==> src/hw/rtl/ddgp_isqrt.sv <==
`timescale 1ns / 1ps
// Pipelined restoring square root of a 50-bit value, one result bit per stage
module ddgp_isqrt (
    input  logic        i_clk,
    input  logic        i_en,
    input  logic [49:0] i_v,
    output logic [24:0] o_root
);
    localparam int N = 25;
    logic [49:0] r_rem [N+1];
    logic [24:0] r_rt [N+1];

    always_ff @(posedge i_clk) begin
        if (i_en) begin
            r_rem[0] <= i_v;
            r_rt[0] <= '0;
        end
    end

    for (genvar g = 0; g < N; g++) begin : g_bit
        localparam int B = N - 1 - g;
        logic [51:0] w_trial;
        assign w_trial = ({27'd0, r_rt[g]} << (B + 1)) + (52'd1 << (2 * B));
        always_ff @(posedge i_clk) begin
            if (i_en) begin
                if ({2'd0, r_rem[g]} >= w_trial) begin
                    r_rem[g+1] <= r_rem[g] - 50'(w_trial);
                    r_rt[g+1] <= r_rt[g] | (25'd1 << B);
                end else begin
                    r_rem[g+1] <= r_rem[g];
                    r_rt[g+1] <= r_rt[g];
                end
            end
        end
    end

    assign o_root = r_rt[N];
endmodule

==> config.mk <==
export PLATFORM = sky130hd
export DESIGN_NAME = ddgp_isqrt
export DESIGN_NICKNAME = d
export VERILOG_FILES = /design/src/hw/rtl/ddgp_isqrt.sv
export SDC_FILE = /design/constraint.sdc
export NUM_CORES = 2
export LEC_CHECK = 0
export ABC_AREA = 1
export ABC_CLOCK_PERIOD_IN_PS = 4900
export BUFFER_PORTS_ARGS = -buffer_cell sky130_fd_sc_hd__buf_4
export CORE_UTILIZATION = 40
export DETAILED_ROUTE_END_ITERATION = 8
export GPL_TIMING_DRIVEN = 0
export PLACE_DENSITY_LB_ADDON = 0.1
export RECOVER_POWER = 25
export SLEW_MARGIN = 20
export SYNTH_ARGS = -nofsm -noshare
export SYNTH_HDL_FRONTEND = slang
export SYNTH_SLANG_ARGS = --single-unit
export TNS_END_PERCENT = 30
==> constraint.sdc <==
create_clock -name i_clk -period 4.9 [get_ports i_clk]
set_input_delay 0.98 -clock i_clk [delete_from_list [all_inputs] [get_ports i_clk]]
set_output_delay 0.98 -clock i_clk [all_outputs]
set_load 0.02 [all_outputs]
Word-level counts from Yosys, hierarchy flattened
Memories as Yosys holds them, arrays and structs flattened.
Cells that the tools add are included.
{ "word_totals": {"ff_bits": 0, "mem_bits_rw": 1950, "in_bits": 52, "out_inout_bits": 25, "memories": 2} }
{ "op_classes": {"add_sub_neg": 50, "order_cmp": 25, "muxes": 202, "n_bitwise": 50} }
{ "memory_table": {"columns": ["memory", "depth", "width", "rd", "rd_clocked_by_memory_dff", "wr", "line", "source"], "rows": [
  ["r_rem", 26, 50, 25, 0, 26, "10", "logic [49:0] r_rem [N+1];"],
  ["r_rt", 26, 25, 26, 0, 26, "11", "logic [24:0] r_rt [N+1];"]
]} }
{ "ops": {"columns": ["operator", "n"], "rows": [
  ["50-bit 2-to-1 mux", 25],
  ["25-bit 2-to-1 mux", 25],
  ["1-bit 2-to-1 mux", 152],
  ["50-bit subtractor", 2],
  ["50-bit by 49-bit adder with 51-bit output (second input constant)", 1],
  ["50-bit by 51-bit greater-or-equal comparator with 1-bit output", 1],
  ["49-bit by 47-bit adder with 50-bit output (second input constant)", 1],
  ["50-bit by 27-bit greater-or-equal comparator with 1-bit output", 1],
  ["50-bit by 28-bit greater-or-equal comparator with 1-bit output", 1],
  ["50-bit by 29-bit greater-or-equal comparator with 1-bit output", 1],
  ["50-bit by 30-bit greater-or-equal comparator with 1-bit output", 1],
  ["50-bit by 31-bit greater-or-equal comparator with 1-bit output", 1],
  ["50-bit by 32-bit greater-or-equal comparator with 1-bit output", 1],
  ["50-bit by 33-bit greater-or-equal comparator with 1-bit output", 1],
  ["50-bit by 34-bit greater-or-equal comparator with 1-bit output", 1],
  ["50-bit by 35-bit greater-or-equal comparator with 1-bit output", 1],
  ["50-bit by 36-bit greater-or-equal comparator with 1-bit output", 1],
  ["50-bit by 37-bit greater-or-equal comparator with 1-bit output", 1],
  ["50-bit by 38-bit greater-or-equal comparator with 1-bit output", 1],
  ["50-bit by 39-bit greater-or-equal comparator with 1-bit output", 1],
  ["50-bit by 40-bit greater-or-equal comparator with 1-bit output", 1],
  ["50-bit by 41-bit greater-or-equal comparator with 1-bit output", 1],
  ["50-bit by 42-bit greater-or-equal comparator with 1-bit output", 1],
  ["50-bit by 43-bit greater-or-equal comparator with 1-bit output", 1],
  ["54 further kinds", 103]
]} }

Longest topological paths before layout
An unclocked memory read counts as a cell.
{ "logic_depth": {"ltp_word": 7, "mapped_depth": 17, "ltp_nobuf": 17} }

Least setup slack after synthesis
OpenSTA, ideal clock, no wires.
{ "synth_timing": {"kind": "input to register", "start": "input port i_en", "end": "memory r_rem[24][0], in the netlist r_rem[3][0] (enable)", "setup_ns": 0.459, "t_arrival_ns": 3.282, "required_time_ns": 4.441, "setup_slack_ns": 1.159, "cell_stages": 3, "path_buffers": 3, "cell_sequence": "buf_4 > buf_6 > clkbuf_1"} }
{ "synth_lines": {"columns": ["element", "line", "source"], "rows": [
  ["from (decl)", "5", "input logic i_en,"],
  ["to (decl)", "10", null]
]} }

==> impl_metrics.toml <==
[clocking]
clock_path_buffers = 3
holdBufCountCts = 0
cts_tree = "yes"
insertion_delay_ns = 0.85
cts_max_level = 4
clk_pin_slew_ns = 0.06
cts_buffers = 172
cts-root-buf = "clkbuf_16"
cts_resized = 0
postCtsSetupRepairBufs = 0
cts_sinks = 1575

[synthesis]
synthDistinctLibCells = 58
synth_area_leaders = "edfxtp_1, nand2_1, inv_1, nor2_1, ha_1"
ys_seq_area_share_pct = 51.61
syn_inst = 10930
synth_warnings = 0
syn_nets = 11330
synthesis.area_um2 = 91640
synth.most_common_cell = "nand2_1"
ys_async_sr_fraction_pct = 0
ys.flop_type = "edfxtp_1"
synth_edf_count = 1575
ys_ff_latch = 1575
yosys.area.top_type = "edfxtp_1"
synthDominantCellAreaShare_pct = 51.61
synth_area_per_cell_um2 = 8.384
synthTopCellsByCount = "nand2_1, inv_1, edfxtp_1"

[critical_path]
crit_arrival_ns = 4.77
path_class = "in2reg"
critPathLaunchType = "input pin"
critical_path.endpoint_type = "flip-flop"
reg2reg_to = "r_rem[3][49]"
cp.required_ns = 5.42
r2r_slack_ns = 1.64
crit_fanout = 55
reg2reg_depth = 14
r2r_start = "r_rt[1][181]"

[global_route]
met1_usage_pct = 37.88
antenna_found_initial = 12
met3_usage_pct = 2.891
grt.busiest_layer = "met2"
met2_usage_pct = 38.45
grt_pass1_vias = 69350
gr-total-overflow = 0
grt_first_pass_wirelength_um = 433400
grt_max_degree = 60
groute.usage.overall_pct = 25.12

[timing]
tightest_slew_ns = 1.193
period_share_pct = 86.69
rsz0062_at_grt = "no"
maxSlewHeadroom_pct = 20.47
slew_violations = 0
min_period_ns = 4.248
fmax_ghz = 0.2354
final-setup-viol-count = 0
fin_skew_ns = 0.08106
timing.hold.ws_ns = 0.3118
hold_violations = 0
finalSetupTns_ns = 0

[final_layout]
syn_to_final_growth_pct = 11.87
final_util_pct = 45.06
fin_cells = 14360
n_fill_cell = 22300
nNetsFinal = 11600
seqCellArea_um2 = 47300
drive_gt1_share_pct = 6.751
multi_input_area_um2 = 36240

[floorplanning]
start_util_pct = 40.28
die_y_um = 480.6
die_area_um2 = 231000
io_pins = 77
num_rows = 175
die_w_um = 480.6
design.core.area_um2 = 227500

[route]
vias = 72630
firstDrtPassIters = 6
viasPerCell = 5.058
antenna_left = 0
wirelength_um = 292200
drc = 0
drtIter0Drc = 5953
wl_per_cell_um = 20.35

[placement]
gp_congestion = 0.9478
dpl.cell_count = 14030
dp_hpwl_um = 239000
io_buffers = 76

[run_status]
status = "completed"

[hold_path]
hold_path_end = "r_rem[0][32]"
hold_class = "in2reg"
hold_path_startpoint = "i_v[32]"
hold_path_depth = 1

[power]
ir_worst_vdd_v = 0.0003870
finalPower_uw = 41250
power_leakage_uw = 0.04571
powerDensity_nw_per_um2 = 402.4

[flow_run]
maxCapViolCount = 0
-- cell usage in the layout, fill, tap and decap left out, drive strengths merged --
cell type | synthesis | routed
clkbuf | 28 | 272
edfxtp | 1575 | 1575
nor4 | 79 | 79
o21a | 4 | 4
diode | 0 | 4
a21boi | 5 | 5
o31ai | 1 | 1
nor3 | 166 | 166
a21o | 16 | 16
a211oi | 3 | 3
nor3b | 11 | 11
and2 | 11 | 11
xnor2 | 161 | 161
o2111ai | 1 | 1
or2 | 29 | 29
nor2 | 1319 | 1319
o211ai | 8 | 8
o21bai | 14 | 14
nand2 | 3399 | 3399
buf | 67 | 113
inv | 1958 | 1966
nor2b | 1 | 1
a21oi | 302 | 302
nand4 | 271 | 271
o21ai | 336 | 336
ha | 347 | 347
bufinv | 0 | 21
and3 | 7 | 7
nand3 | 609 | 609
clkinvlp | 0 | 13
xor2 | 151 | 151
nand3b | 45 | 45
clkinv | 6 | 91
-- per-layer routing --
layer / part of all wire [%] / routed length, um
met5: 0.0024 / 7
met4: 2.0 / 5756
met3: 5.7 / 16630
met2: 43 / 125500
met1: 49 / 144300
-- critical path: stages --
cell and delay (ns):
buf_4 0.75, buf_4 0.53, buf_2 0.56, buf_2 0.82, nand4_1 0.67, nand2_1 0.29, inv_1 0.07
-- worst max path at each step --
stage          start       endpoint  slack (ns)  cells after the start
6_report        i_en  r_rem[2][190]        0.65                      7
5_1_grt         i_en  r_rem[2][190]        0.47                      7
4_1_cts         i_en  r_rem[2][190]        0.51                      7
3_5_place_dp    i_en  r_rem[2][190]       -0.32                      7
3_3_place_gp    i_en  r_rem[2][247]       -1.20                      4
2_1_floorplan   i_en    r_rem[3][0]        1.16                      3
-- final cells by class --
cell class,instances,area share [%]
Antenna cell,4,0.009763
Buffer,95,0.7945
Clock buffer,195,4.303
Clock inverter,127,1.490
Inverter,1964,7.201
Multi-Input combinational cell,7296,35.35
Sequential cell,1575,46.13
Tap cell,3009,3.672
Timing Repair Buffer,95,1.048
-- where the power goes --
group / leakage [uW] / internal [uW] / total (uW) / switching (uW)
Sequential: 0.0151 / 16800 / 18200 / 1450
Combinational: 0.0278 / 3010 / 9670 / 6670
Clock: 0.00285 / 7700 / 13400 / 5670
Total: 0.0457 / 27500 / 41300 / 13800
-- state kept, by name, indices dropped and copies added, names as in the netlist --
register / count
r_rt: 325
r_rem: 1250
-- kinds of logic after synthesis --
| logic type | after synthesis | synth area share (%) |
|---|---|---|
| AOI/OAI and AO/OA | 690 | 4.346 |
| xor gates and xnor gates | 312 | 2.982 |
| adders and majority gates | 347 | 4.738 |
| buffers and inverters | 2059 | 8.845 |
| DFF | 1575 | 51.61 |
| and+or+nand+nor | 5947 | 27.48 |
-- per-stage QoR --
stage | setup slack [ns] | instance area (um2)
after CTS | 0.5095 | 102500
final | 0.6520 | 102500
after global routing | 0.4689 | 102500
after global placement | -1.199 | 95980
after floorplan | 1.159 | 91640
after detailed placement | -0.3200 | 96580
Power figures use the tool's default switching activity.
